===== src/design/gmps_pkg.sv =====
`timescale 1ns / 1ps
// Shared types and constants for the grid max path sum block.
// No dependencies; every other file of the block imports this package.
package gmps_pkg;

  // Field widths fixed by the interface.
  localparam int CELL_W     = 16;
  localparam int ENERGY_W   = 32;
  localparam int CFG_W      = 5;
  localparam int APB_DATA_W = 32;
  localparam int APB_ADDR_W = 3;

  // Largest side the side register can express.
  localparam int SIDE_CODE_MAX = (1 << CFG_W) - 1;

  // Register map, indexed by paddr[APB_ADDR_W-1:2].
  localparam logic [APB_ADDR_W-3:0] REG_SIDE = 1'b0;
  localparam logic [CFG_W-1:0]      SIDE_RST = 5'd16;

  // Result codes.
  localparam logic KIND_MOVE   = 1'b0;
  localparam logic KIND_ENERGY = 1'b1;
  localparam logic MOVE_EAST   = 1'b0;
  localparam logic MOVE_SOUTH  = 1'b1;

  // Depth of the queue between the load front and the solver back.
  localparam int QUEUE_DEPTH = 2;

  // One loaded cell, tagged with its place in the grid.
  typedef struct packed {
    logic signed [CELL_W-1:0] value;
    logic                     row_end;
    logic                     grid_end;
  } cell_entry_t;

endpackage


===== src/design/gmps_queue.sv =====
`timescale 1ns / 1ps
// Short queue of tagged cells between the load front and the solver back.
// Depends on gmps_pkg for the entry type and depth.
module gmps_queue (
  input  logic                  clk,
  input  logic                  rst_n,
  input  logic                  clear,
  input  logic                  push,
  input  gmps_pkg::cell_entry_t push_data,
  output logic                  full,
  input  logic                  pop,
  output gmps_pkg::cell_entry_t pop_data,
  output logic                  valid
);
  import gmps_pkg::*;

  localparam int PTR_W = QUEUE_DEPTH > 1 ? $clog2(QUEUE_DEPTH) : 1;
  localparam int CNT_W = $clog2(QUEUE_DEPTH + 1);

  cell_entry_t      entry_r [QUEUE_DEPTH];
  logic [PTR_W-1:0] wr_ptr_r;
  logic [PTR_W-1:0] rd_ptr_r;
  logic [CNT_W-1:0] count_r;

  assign full     = (count_r == CNT_W'(QUEUE_DEPTH));
  assign valid    = (count_r != '0);
  assign pop_data = entry_r[rd_ptr_r];

  // Entry storage needs no reset.
  always_ff @(posedge clk) begin
    if (push) begin
      entry_r[wr_ptr_r] <= push_data;
    end
  end

  // Pointers and fill count.
  always_ff @(posedge clk) begin
    if (!rst_n || clear) begin
      wr_ptr_r <= '0;
      rd_ptr_r <= '0;
      count_r  <= '0;
    end else begin
      if (push) begin
        wr_ptr_r <= (wr_ptr_r == PTR_W'(QUEUE_DEPTH - 1)) ? '0 : wr_ptr_r + 1'b1;
      end
      if (pop) begin
        rd_ptr_r <= (rd_ptr_r == PTR_W'(QUEUE_DEPTH - 1)) ? '0 : rd_ptr_r + 1'b1;
      end
      unique case ({push, pop})
        2'b10:   count_r <= count_r + 1'b1;
        2'b01:   count_r <= count_r - 1'b1;
        default: count_r <= count_r;
      endcase
    end
  end

  a_count_bound: assert property (@(posedge clk) disable iff (!rst_n)
    count_r <= CNT_W'(QUEUE_DEPTH))
    else $error("queue count beyond depth");

  a_pop_nonempty: assert property (@(posedge clk) disable iff (!rst_n)
    pop |-> valid)
    else $error("queue popped while empty");

  a_push_grows: assert property (@(posedge clk) disable iff (!rst_n)
    (push && !pop && !clear) |=> (count_r == $past(count_r) + 1'b1))
    else $error("queue count did not grow on push");

endmodule


===== config.mk =====
export PLATFORM = sky130hd
export DESIGN_NAME = gmps_queue
export DESIGN_NICKNAME = d
export VERILOG_FILES = /design/src/design/gmps_pkg.sv /design/src/design/gmps_queue.sv
export SDC_FILE = /design/constraint.sdc
export NUM_CORES = 1
export LEC_CHECK = 0
export ABC_AREA = 0
export CAP_MARGIN = 20
export CORE_MARGIN = 4
export CORE_UTILIZATION = 25
export DETAILED_ROUTE_END_ITERATION = 8
export DONT_BUFFER_PORTS = 1
export SYNTH_ARGS = -nofsm -noshare
export SYNTH_HDL_FRONTEND = slang
export SYNTH_SLANG_ARGS = --single-unit

===== constraint.sdc =====
create_clock -name clk -period 1.6 [get_ports clk]
set_input_delay 0 -clock clk [delete_from_list [all_inputs] [get_ports clk]]
set_output_delay 0 -clock clk [all_outputs]
set_load 0.03 [all_outputs]

### Yosys cells after proc, flatten, opt, wreduce, memory -nomap -nowiden

Memories as Yosys holds them, arrays and structs flattened. A register that Yosys moved wholly into a read port is not among the register bits.
Index checks and enable logic that the tools add are counted.

| word-level totals | value |
|---|---|
| output and inout bits | 20 |
| memories | 1 |
| RAM bits | 36 |
| flip-flop bits (word level) | 4 |
| bits of input ports | 23 |
| word-level logic and storage cells | 22 |

Memories:

| name | depth | width | read ports | clocked after memory_dff | wr ports | RTL line | RTL |
|---|---|---|---|---|---|---|---|
| entry_r | 2 | 18 | 1 | 1 | 1 | gmps_queue.sv:20 | `cell_entry_t entry_r [QUEUE_DEPTH];` |

| operators by class | value |
|---|---|
| muxes and demuxes | 7 |
| $add $sub $neg | 4 |
| reduce and logical (&&, ||, !) cells | 4 |
| equal/unequal tests | 3 |

Operators by type and width:

| kind | number |
|---|---|
| $mux 1 | 6 |
| $eq 2x2->1 const B | 2 |
| $pmux 2 s2 | 1 |
| $reduce_bool 2->1 | 2 |
| $add 1x1->1 const B | 2 |
| $add 2x1->2 const B | 1 |
| $eq 2x1->1 const B | 1 |
| $sub 2x1->2 const B | 1 |
| $logic_not 1->1 | 1 |
| $logic_or 1x1->1 | 1 |

### Longest topological paths before layout

| logic depth | value |
|---|---|
| depth after elaboration | 4 |
| gate-level depth with buffers | 5 |
| gate-level depth less buffers | 5 |

### Worst setup path before layout

No wires, ideal clock.

| timing path | value |
|---|---|
| path type | register to register |
| from | reg wr_ptr_r |
| to | mem entry_r[0][0] (netlist bit) (enable) |
| data arrival time | 1107 ps |
| data required time | 1207 ps |
| stages on the path, launching flop included | 2 |
| path slack | 100 ps |
| setup time | 393 ps |
| buffers on the path | 0 |
| period minus slack after synthesis | 1500 ps |
| path through | dfxtp_1 -> nor2_1 |

RTL lines:

| element | RTL line | RTL |
|---|---|---|
| start, declared | gmps_queue.sv:21 | `logic [PTR_W-1:0] wr_ptr_r;` |
| start signal, assigned | gmps_queue.sv:44 | `wr_ptr_r <= (wr_ptr_r == PTR_W'(QUEUE_DEPTH - 1)) ? '0 : wr_ptr_r + 1'b1;` |
| end, declared | gmps_queue.sv:20 |  |

No word-level cell before the write port.

==> results.toml <==
[run_status]
outcome = "complete, no violations"

[power_and_ir_drop]
p_sw_share_pct = 21.4
total_power_mw = 2.25
p_int_mw = 1.76
comb_power_share_pct = 11.2
peakVddDrop_mv = 0.403
powerDensity_nw_per_um2 = 1140
seqPwrFrac_pct = 54.6
p_clk_share_pct = 34.2
p_sw_mw = 0.481
total_leakage_power_nw = 0.673

[placement]
dp_hpwl_um = 1800
io_buffers = 0
place_area_sq_um = 1620
gp_congestion = 0.721
place_ws_ps = 523
placed_cells = 155

[logic_synthesis]
ys_seq_area_share_pct = 78.2
synth_top_area_share_pct = 71.6
synthXorXnorAreaFrac_pct = 2.32
yosysWarnings = 0
syn_avg_cell_area_sq_um = 19.1
synth-edff-count = 36
syn_inst = 79
synth_nets = 103
synth_compound_area_share_pct = 0.663
yosysMostFrequentCell = "edfxtp_1"
synth_simple_gate_area_share_pct = 3.48
ys_top_cells_by_area = "edfxtp_1 (72%), mux2_2 (13%), dfxtp_1 (6.6%)"
ys_async_sr_fraction_pct = 0
ys_types = 17
synth_area_leader_cell = "edfxtp_1"
ys_ff_latch = 41
synthAdderAreaFrac_pct = 0.829
synth_mux_area_share_pct = 13.4
synthFlopType = "edfxtp_1"
synthTopCellsByCount = "edfxtp_1 (36), mux2_2 (18), dfxtp_1 (5), nor2_1 (5), xnor2_1 (3)"
synth_area_sq_um = 1510
synth_top_family_by_area = "multiplexers"

[routing]
finalWirelength_um = 2630
drt_first_pass_iters = 3
drtIter0Drc = 16
wl_per_cell_um = 14.1
ant_nets = 0
dr_total_vias = 767
routed_via_density = 4.10
drcViolationCount = 0

[floorplan]
die_w_um = 85.7
initial_core_util_pct = 25.7
ios = 43
core_region_area_sq_um = 5890
rows = 28
dieArea_sq_um = 7350
die_h_um = 85.7

[cells_and_area]
antenna_cells = 0
final_cells = 187
fin_nets = 136
utilization_pct = 33.5
layout-drive-gt1-share_pct = 27.7
fin_area_sq_um = 1970
area_delta_synth_final_pct = 30.5

[setup_path]
critPathCaptureType = "output pin"
rrSetupSlack_ps = 370
path_max_fanout = 18
worstSetupPathType = "register to output pin"
start_kind = "register"
rr_startpoint = "rd_ptr_r"
worstSetupEndpoint = "pop_data[1]"
cp_data_arrival_time_ps = 1310
r2r_cells = 3
required_ps = 1600

[global_routing]
grt_antenna_before_repair = 0
overflow = 0
grt_max_degree = 19
grt_pass1_wl_um = 4100
grt_use_total_pct = 7.72
grt_pass1_vias = 848

[clock_network]
h-tree-depth = 2
path_clk_slew_ps = 70
cts_resized = 0
max-clock-path-buffers = 2
cts_tree = "yes"
cts_sinks = 41
clkLatencyLatePin_ps = 280
cts_setup_buffers = 0
cts_root_buf = "clkbuf_8"
cts_buffers = 5

[sta]
period_minus_slack_ps = 1310
tns_ps = 0
worst_hold_slack_ps = 83.2
slew_headroom_pct = 83.7
finalSetupViolCount = 0
min_period_over_period_pct = 82.1
worst_pin_slew_ps = 245
slew_violations = 0
finClkSkew_ps = 7.12
max_freq_ghz = 0.761
rsz0062_at_grt = "false"
setup_slack_ps = 286
hold_violations = 0

[min_path]
hp-class = "input port to register"

[run]
maxCapViolCount = 0
[layout by cell type (no fill, tap or decap), drive strengths merged]
master / n
or2: 1
mux2: 18
dlygate4sd3: 25
and2b: 1
xnor2: 3
o21ai: 1
clkinv: 1
dfxtp: 5
inv: 1
or3: 1
buf: 3
ha: 1
clkbuf: 5
and2: 1
nand2b: 1
nor2: 5
edfxtp: 36
a21oi: 1
xor2: 1
bufinv: 1
[routing by layer]
metal	track usage (%)	routed length, um
met2	12.1	1300
met4	4.32	45
met1	7.93	1010
met5	0	0
met3	4.80	278
[worst max-delay path: stages (launching register included)]
cell     delay (ps)
dfxtp_1         310
buf_4           250
mux2_2          470
[how the worst min path moves through the flow]
stage	startpoint	cells past startpoint	to	slack, ps
floorplan	push_data[0]	0	entry_r[0][0]	100
global placement	push_data[0]	0	entry_r[0][0]	100
detailed placement	push_data[7]	0	entry_r[0][7]	100
CTS	pop	3	count_r[1]	70
global route	pop	3	count_r[1]	120
finish	pop	3	count_r[1]	80
[registers in the layout (all words and copies together), names as in the netlist, named ones only]
signal,cells
entry_r,36
count_r,2
rd_ptr_r,1
wr_ptr_r,1
[cell families after synthesis]
logic type / after synthesis
simple gates: 10
flops: 41
buf+inv: 3
mux: 18
fa+ha+maj: 1
xor+xnor: 4
compound gates: 2
[final cells by class]
cell class / count / area, sq um
sequential: 41 / 1180
clock buffer: 5 / 68.8
multi-input combinational: 35 / 315
tap: 75 / 93.8
fill: 581 / 3920
timing repair buffer: 28 / 273
inverter: 1 / 3.75
clock inverter: 2 / 35.0
[power groups by stage]
stage	Clock (mW)	Combinational [mW]	Sequential [mW]
global route	0.850	0.271	1.23
floorplan	0	0.172	1.25
CTS	0.798	0.257	1.23
detailed placement	0	0.199	1.25
global placement	0	0.194	1.25
finish	0.767	0.252	1.23
[what timing repair did]
action / CTS / global route
hold buffers: 25 / 0
endpoints found under the setup margin: 0 / 0
hold endpoints to repair: 41 / 0
(Power assumes the default switching activity.)
