[src/design/gmps_pkg.sv]
`timescale 1ns / 1ps
// Shared types and constants for the grid max path sum block.
// No dependencies; every other file of the block imports this package.
package gmps_pkg;

  // Field widths fixed by the interface.
  localparam int CELL_W     = 16;
  localparam int ENERGY_W   = 32;
  localparam int CFG_W      = 5;
  localparam int APB_DATA_W = 32;
  localparam int APB_ADDR_W = 3;

  // Largest side the side register can express.
  localparam int SIDE_CODE_MAX = (1 << CFG_W) - 1;

  // Register map, indexed by paddr[APB_ADDR_W-1:2].
  localparam logic [APB_ADDR_W-3:0] REG_SIDE = 1'b0;
  localparam logic [CFG_W-1:0]      SIDE_RST = 5'd16;

  // Result codes.
  localparam logic KIND_MOVE   = 1'b0;
  localparam logic KIND_ENERGY = 1'b1;
  localparam logic MOVE_EAST   = 1'b0;
  localparam logic MOVE_SOUTH  = 1'b1;

  // Depth of the queue between the load front and the solver back.
  localparam int QUEUE_DEPTH = 2;

  // One loaded cell, tagged with its place in the grid.
  typedef struct packed {
    logic signed [CELL_W-1:0] value;
    logic                     row_end;
    logic                     grid_end;
  } cell_entry_t;

endpackage

[src/design/gmps_if.sv]
`timescale 1ns / 1ps
// Valid/ready channel interfaces for cell requests and result requests.
// Depends on gmps_pkg for the field widths.
interface gmps_in_if;
  import gmps_pkg::*;

  logic                     valid;
  logic                     ready;
  logic signed [CELL_W-1:0] cell_value;

  modport source (output valid, output cell_value, input ready);
  modport sink   (input valid, input cell_value, output ready);
endinterface


[src/design/gmps_front.sv]
`timescale 1ns / 1ps
// Load front: accepts cell requests and tags each with row end and grid end.
// Depends on gmps_pkg and gmps_in_if.
module gmps_front #(
  parameter int MAX_SIDE = 16
) (
  input  logic                     clk,
  input  logic                     rst_n,
  input  logic                     clear,
  input  logic [(MAX_SIDE > 1 ? $clog2(MAX_SIDE) : 1)-1:0] last_idx,
  gmps_in_if.sink                  in_chan,
  output logic                     push,
  output gmps_pkg::cell_entry_t    push_data,
  input  logic                     full
);
  import gmps_pkg::*;

  localparam int IDX_W = MAX_SIDE > 1 ? $clog2(MAX_SIDE) : 1;

  logic [IDX_W-1:0] row_r, row_nxt;
  logic [IDX_W-1:0] col_r, col_nxt;
  logic             row_end;
  logic             grid_end;

  // Take a cell whenever the queue has room.
  assign in_chan.ready = !full;
  assign push          = in_chan.valid && !full;

  assign row_end  = (col_r == last_idx);
  assign grid_end = row_end && (row_r == last_idx);

  assign push_data.value    = in_chan.cell_value;
  assign push_data.row_end  = row_end;
  assign push_data.grid_end = grid_end;

  // Position of the next cell in row-major order.
  always_comb begin
    row_nxt = row_r;
    col_nxt = col_r;
    if (push) begin
      if (row_end) begin
        col_nxt = '0;
        row_nxt = grid_end ? '0 : row_r + 1'b1;
      end else begin
        col_nxt = col_r + 1'b1;
      end
    end
  end

  always_ff @(posedge clk) begin
    if (!rst_n || clear) begin
      row_r <= '0;
      col_r <= '0;
    end else begin
      row_r <= row_nxt;
      col_r <= col_nxt;
    end
  end

  a_grid_end_on_row_end: assert property (@(posedge clk) disable iff (!rst_n)
    (push && grid_end) |=> (row_r == '0 && col_r == '0))
    else $error("grid end did not wrap the load position");

endmodule

[src/flat_wrapper.sv]
// flat-port wrapper written by rule: the top's interface ports become plain ports
module gmps_front_flat import gmps_pkg::*;
#(
  parameter int MAX_SIDE = 16
)
  (clk, rst_n, clear, last_idx, push, push_data, full, in_chan_valid, in_chan_cell_value, in_chan_ready);
  gmps_in_if in_chan_i ();
  input  logic clk;
  input  logic rst_n;
  input  logic clear;
  input  logic [(MAX_SIDE > 1 ? $clog2(MAX_SIDE) : 1)-1:0] last_idx;
  output logic push;
  output gmps_pkg::cell_entry_t push_data;
  input  logic full;
  input wire logic [$bits(in_chan_i.valid)-1:0] in_chan_valid;
  input wire logic [$bits(in_chan_i.cell_value)-1:0] in_chan_cell_value;
  output wire logic [$bits(in_chan_i.ready)-1:0] in_chan_ready;
  assign in_chan_i.valid = in_chan_valid;
  assign in_chan_i.cell_value = in_chan_cell_value;
  assign in_chan_ready = in_chan_i.ready;
  gmps_front #(.MAX_SIDE(MAX_SIDE)) u_core (.clk(clk), .rst_n(rst_n), .clear(clear), .last_idx(last_idx), .in_chan(in_chan_i), .push(push), .push_data(push_data), .full(full));
endmodule
[config.mk]
export PLATFORM = sky130hd
export DESIGN_NAME = gmps_front_flat
export DESIGN_NICKNAME = d
export VERILOG_FILES = /design/src/design/gmps_pkg.sv /design/src/design/gmps_if.sv /design/src/design/gmps_front.sv /design/src/flat_wrapper.sv
export SDC_FILE = /design/constraint.sdc
export NUM_CORES = 1
export LEC_CHECK = 0
export BUFFER_PORTS_ARGS = -buffer_cell sky130_fd_sc_hd__buf_2
export CAP_MARGIN = 20
export CORE_MARGIN = 5
export CORE_UTILIZATION = 39
export DETAILED_ROUTE_END_ITERATION = 12
export PLACE_DENSITY = 0.8
export SKIP_CTS_REPAIR_TIMING = 1
export SYNTH_ARGS = -nofsm -noshare
export SYNTH_HDL_FRONTEND = slang
export SYNTH_SLANG_ARGS = --single-unit
[constraint.sdc]
create_clock -name clk -period 1.9 [get_ports clk]
set_clock_uncertainty 0.1 [all_clocks]
set_input_delay 0.38 -clock clk [delete_from_list [all_inputs] [get_ports clk]]
set_output_delay 0.38 -clock clk [all_outputs]
set_load 0.01 [all_outputs]
======== Yosys cells after proc, flatten, opt, wreduce, memory -nomap -nowiden ========
Index checks and enable logic that the tools add are counted.
cells by class
  add/sub/neg operators ................... 2
  multiplexer cells ....................... 2
  reduce and logical (&&, ||, !) cells .... 6
  equality and inequality tests ........... 2
operators by type and width
  kind                 number
  $add 4x1->4 const B  2
  $eq 4x4->1           2
  $mux 4               2
  $logic_and 1x1->1    2
  $logic_not 1->1      2
  $reduce_and 2->1     1
  $logic_or 1x1->1     1
word-level totals
  flip-flop bits (word level) ............. 8
  output and inout port bits .............. 20
  word-level logic and storage cells ...... 14

======== Longest topological paths before layout ========
Gate-level depths: netlist of the first run.
  depth in word-level cells ............... 3
  depth in mapped cells ................... 6
  depth with buffers taken out ............ 6

======== Worst setup path after synthesis of the first run ========
Ideal clock, no wire load.
  path kind ............................... input to register
  start ................................... input full
  end ..................................... register u_core.row_r[2]
  slack ................................... 0.413 ns
  arrival time ............................ 1.270 ns
  stages .................................. 5
  path buffers ............................ 0
  data required time ...................... 1.683 ns
  path through ............................ inv_1 -> nand2_1 -> clkinv_1 -> and3_2 -> a32o_1
between the ends
  word-level cells in the longest chain between the ends .. 3
ends and longest elaborated chain
  what                        line                source
  from (decl)                 flat_wrapper.sv:14  input logic full;
  $logic_not 1->1             gmps_front.sv:27    assign push = in_chan.valid && !full;
  $logic_and 1x1->1           gmps_front.sv:27
  via push                    flat_wrapper.sv:12  output logic push;
  $reduce_and 2->1 (no line)  --
  to (signal assigned)        gmps_front.sv:55    row_r <= row_nxt;
  to (decl)                   gmps_front.sv:20    logic [IDX_W-1:0] row_r, row_nxt;
The timed path passes the listed nets, and every way through them passes these cells.
A chain may end at the register's enable or synchronous reset.

==> results_dict.tcl, run 1 <==
set metrics [dict create \
    coreArea_um2 1510 \
    max_cap_violations 0 \
    maxSlewViolCount 0 \
    synthTopCellsByArea "dfxtp_1 (26%), buf_4 (22%), xnor2_1 (13%)" \
    drt_iter0_drc 11 \
    power_density_nw_per_um2 583 \
    fin_cells 84 \
    synth_area_leader_cell "dfxtp_1" \
    gr-total-overflow 0 \
    switching_share_pct 23.4 \
    synth_seq_cells 8 \
    drive_gt1_share_pct 27.9 \
    period_needed_ps 1770 \
    cts_root_buf "clkbuf_4" \
    nets 97 \
    port_buffers 12 \
    grt_pass1_vias 440 \
    final_cell_mix "buf_2 (12), xnor2_1 (9), dfxtp_1 (7)" \
    crit_path_start "u_core.col_r[0]" \
    peakVddDrop_uv 303 \
    crit_end "push_data[1]" \
    ant_nets 0 \
    syn2layout_area_growth_pct -5.66 \
    cts_tree "built" \
    via_count 458 \
    tns_ps 0 \
    min_period_over_period_pct 93.4 \
    grt_antenna_before_repair 0 \
    holdWs_ps 456 \
    required_ps 1420 \
    tritoncts.num_buffers 3 \
    place.gp.congestion 0.785 \
    hold_path_class "primary input to flop" \
    finalSetupViolCount 0 \
    placed_cells 81 \
    relSlewSlack_pct 80.0 \
    seqPwrFrac_pct 50.1 \
    crit_fanout 7 \
    mostFrequentLayoutCell "buf_2" \
    r2r_end "u_core.row_r[2]" \
    std_cell_rows 14 \
    cp-start-kind "flop" \
    p_switching_uw 79.8 \
    cts.path.max_buffers 2 \
    syn_avg_cell_area_um2 8.60 \
    hold_viol 0 \
    rsz0062_at_grt "false" \
    grt_use_total_pct 10.3 \
    drt_wl_total_mm 1.17 \
    reg2reg_depth 4 \
    max_freq_mhz 564 \
    avgRoutedWirePerCell_um 13.9 \
    netlist_instances 72 \
    rrSetupSlack_ps 330 \
    yosysWarnings 0 \
    synth_nets 99 \
    routed_via_density 5.45 \
    die_y_um 49.9 \
    path_class "flop to primary output" \
    clock_sinks 8 \
    status "finished clean" \
    io_pins 45 \
    die_x_um 49.9 \
    reg2reg_from "u_core.row_r[2]" \
    ys_seq_area_share_pct 25.9 \
    clockPowerShare_pct 37.1 \
    firstDrtPassIters 4 \
    start_util_pct 41.1 \
    grt_max_degree 9 \
    tightest_slew_ps 301 \
    cp-end-kind "primary output" \
    netlist.area_leader.share_pct 25.9 \
    drc 0 \
    die-area_um2 2490 \
    finalPower_uw 340 \
    grt_pass1_wl_mm 1.97 \
    syn_area_um2 619 \
    intPower_uw 261 \
    cts_max_level 1 \
    dpl.hpwl_um 927 \
    crit_arrival_ps 1290 \
    combPwrFrac_pct 12.8 \
    clkLatencyLatePin_ps 250 \
    leakage_uw 0.000231 \
    clk_pin_slew_ps 50 \
    antenna_cells 0 \
    ys_types 23 \
]
logic make-up (layout without fill, tap and decap cells):
logic type	count (synthesis)	after routing	synth area share, %
AO/OA/AOI/OAI	8	8	9.29
XOR/XNOR	11	11	15.6
adder cells (fa/ha/maj)	2	2	4.04
buffers and inverters	23	19	24.8
flip-flops	8	8	25.9
multiplexers	1	1	1.62
AND/OR/NAND/NOR	19	19	18.8
worst min-delay path by stage:
stage                       to       startpoint  slack [ps]  depth (start not counted)
5_1_grt        u_core.row_r[3]            clear         460                          3
4_1_cts        u_core.row_r[3]            clear         450                          3
2_1_floorplan  u_core.row_r[1]  u_core.row_r[1]         390                          2
6_report       u_core.row_r[3]            clear         460                          3
3_5_place_dp   u_core.row_r[1]  u_core.row_r[1]         450                          2
3_3_place_gp   u_core.row_r[1]  u_core.row_r[1]         440                          2
cells in the mapped netlist:
master,number
inv_1,3
a32o_1,2
a21oi_1,2
nand2_1,2
xor2_1,2
buf_4,18
buf_1,1
xnor2_1,9
nand2b_1,1
nor2_1,2
mux2i_1,1
nand4b_1,1
nor3_1,6
nand4_1,2
a211o_1,2
nor2b_1,1
and3_2,1
o21ai_0,2
ha_1,2
nand4_2,2
dfxtp_1,8
clkinv_1,1
nand3_1,1
per-layer routing:
metal | GRT usage (%) | wire length, µm | vias up
met5 | 0 | 0 | -
met3 | 6.33 | 143 | 10
li1 | - | - | 221
met2 | 13.1 | 479 | 20
met4 | 6.99 | 32 | 0
met1 | 12.6 | 512 | 207
critical path: stages (launching register included):
cell	delay [ps]
dfxtp_2	340
xnor2_1	200
nand4_2	200
inv_1	160
buf_2	150
state kept, by name, indices dropped and copies added, names as in the netlist:
register and flops:
u_core.col_r 4, u_core.row_r 4
stage by stage:
step,setup WS [ps],util [%],instance area [µm²]
finish,126,38.8,584
global placement,236,37.2,561
detailed placement,195,37.2,561
CTS,87.7,38.7,583
global route,12.5,38.8,584
floorplan,413,-,619
cell type report:
cell class              count  area [µm²]
inverters                   4        15.0
repair buffers             12        60.1
multi-input cells          41         305
flip-flops and latches      8         161
well taps                  16        20.0
clock buffers               3        22.5
fillers                   154         922
power groups by stage:
stage	Sequential [µW]	Combinational [µW]	Clock (µW)
final	171	43.4	126
after global routing	171	48.0	145
after CTS	170	43.5	132
after detailed placement	174	43.2	0
after global placement	174	42.4	0
after floorplan	174	62.3	0
Power figures use the tool's default switching activity.
==> run 2: changes to the inputs <==
--- a/config.mk
+++ b/config.mk
@@ -10,7 +10,7 @@
 export CORE_MARGIN = 5
 export CORE_UTILIZATION = 39
 export DETAILED_ROUTE_END_ITERATION = 12
-export PLACE_DENSITY = 0.8
+export PLACE_DENSITY = 0.77
 export SKIP_CTS_REPAIR_TIMING = 1
 export SYNTH_ARGS = -nofsm -noshare
 export SYNTH_HDL_FRONTEND = slang
==> run 2 against run 1 <==
Clock-buffer cell count is the same. Maximum frequency increased by 0.35%. Critical path depth unchanged. Non-clock buffer count did not move. Largest power group unchanged. Via count decreased by 0.66%. Final cell count is the same. Combinational power increased by 3%. Utilization up 0.50 points. Sequential power about the same. Sequential share of layout area is 0.35 points lower. Final area is 1.3% higher.
==> results_dict.tcl, run 2 (same netlist as run 1, synthesis figures left out) <==
set metrics [dict create \
    coreArea_um2 1510 \
    required_ps 1420 \
    crit_fanout 7 \
    io_pins 45 \
    cts.path.max_buffers 2 \
    postLayoutCoreUtil_pct 39.3 \
    max_freq_mhz 566 \
    period_needed_ps 1770 \
    drc 0 \
    antenna_cells 0 \
    mostFrequentLayoutCell "buf_2" \
    gr-total-overflow 0 \
    hold_end "u_core.row_r[2]" \
    hold_path_class "primary input to flop" \
    grt_use_total_pct 9.73 \
    max_cap_violations 0 \
    avgRoutedWirePerCell_um 13.1 \
    reg2reg_depth 4 \
    die_y_um 49.9 \
    grt_antenna_before_repair 0 \
    cp_slowest_cell "dfxtp_1" \
    regArea_um2 161 \
    wl_met3_um 130 \
    hold_viol 0 \
    grt_max_degree 9 \
    tns_ps 0 \
    drt_wl_total_mm 1.10 \
    min_period_over_period_pct 93.1 \
    status "finished clean" \
    cts_root_buf "clkbuf_4" \
    slowest_delay_ps 330 \
    grt_pass1_vias 421 \
    place.gp.congestion 0.739 \
    min-delay-start "clear" \
    power_density_nw_per_um2 577 \
    fillers 154 \
    cp_cell_sequence "xnor2_1 -> nand4_2 -> inv_1 -> buf_2" \
    path_class "flop to primary output" \
    clkLatencyLatePin_ps 250 \
    multi_input_area_um2 313 \
    cts_tree "built" \
    cp-start-kind "flop" \
    min_path_cells 3 \
    via_count 455 \
    routed_via_density 5.42 \
    die-area_um2 2490 \
    reg2reg_from "u_core.row_r[0]" \
    rsz0062_at_grt "false" \
    met2RoutedLength_um 455 \
    nets 97 \
    tightest_slew_ps 303 \
    placed_cells 81 \
    port_buffers 12 \
    cts_max_level 1 \
    start_util_pct 41.1 \
    clock_sinks 8 \
    fin_cells 84 \
    leakage_uw 0.000235 \
    relSlewSlack_pct 79.8 \
    final_cell_mix "buf_2 (12), xnor2_1 (8), dfxtp_1 (7)" \
    drt_iter0_drc 11 \
    firstDrtPassIters 4 \
    drive_gt1_share_pct 29.4 \
    cp-end-kind "primary output" \
    rrSetupSlack_ps 340 \
    syn2layout_area_growth_pct -4.44 \
    pre_cts_ws_ps 230 \
    dpl.hpwl_um 902 \
    m1WireLength_um 472 \
    clk_pin_slew_ps 50 \
    finalSetupViolCount 0 \
    ant_nets 0 \
    r2r_end "u_core.row_r[2]" \
    highest_layer "met4" \
    die_x_um 49.9 \
    grt_pass1_wl_mm 1.86 \
    tritoncts.num_buffers 3 \
    fin_ws_ps 132 \
    reg.largest.list "u_core.col_r: 4 flops, u_core.row_r: 4 flops" \
    crit_arrival_ps 1290 \
    maxSlewViolCount 0 \
    std_cell_rows 14 \
    peakVddDrop_uv 335 \
]
==> run 2: changes by cell type in the layout (fill, tap and decap cells not counted) <==
| cell | delta |
|---|---|
| xnor2_1 | -1 |
| xnor2_2 | +1 |
==> run 2: how the worst max path moves through the flow <==
stage | to | depth (start not counted) | from | slack, ps
floorplan | u_core.row_r[2] | 5 | full | 410
detailed placement | u_core.row_r[2] | 5 | last_idx[0] | 230
finish | push_data[1] | 4 | u_core.col_r[2] | 130
global route | push_data[1] | 4 | u_core.col_r[1] | 10
global placement | u_core.row_r[2] | 5 | last_idx[2] | 260
CTS | push_data[1] | 4 | u_core.col_r[0] | 100
==> run 2: final cells by class <==
| class | count | share of cell area [%] |
|---|---|---|
| Multi-Input combinational cell | 41 | 52.9 |
| Sequential cell | 8 | 27.3 |
| Timing Repair Buffer | 12 | 10.1 |
| Clock buffer | 3 | 3.81 |
| Tap cell | 16 | 3.38 |
| Inverter | 4 | 2.54 |
==> run 2: critical path: cells and delay by family (launching register included) <==
family                    cells  cell delay, ps
DFF                           1             330
xor gates and xnor gates      1             200
and+or+nand+nor               1             200
buffers and inverters         2             300
==> run 2: routing by layer <==
metal  global-route usage, %  vias up
met4                    9.17        0
met5                       0        -
li1                        -      224
met2                    11.7       22
met1                    12.4      199
met3                    4.22       10
==> run 2: per-stage QoR <==
step / power [µW] / cell area [µm²] / hold slack, ps
after floorplan: 236 / 619 / 391
after global placement: 216 / 561 / 434
after detailed placement: 218 / 561 / 445
after CTS: 347 / 583 / 436
after global routing: 361 / 592 / 446
final: 341 / 592 / 443
==> run 2: power by group <==
group	total (µW)	switching [µW]	internal [µW]	leakage, µW
Sequential	171	1.51	169	0.0000650
Combinational	44.5	24.4	20.1	0.000157
Clock	126	54.0	72.0	0.0000138
Total	341	79.9	261	0.000235
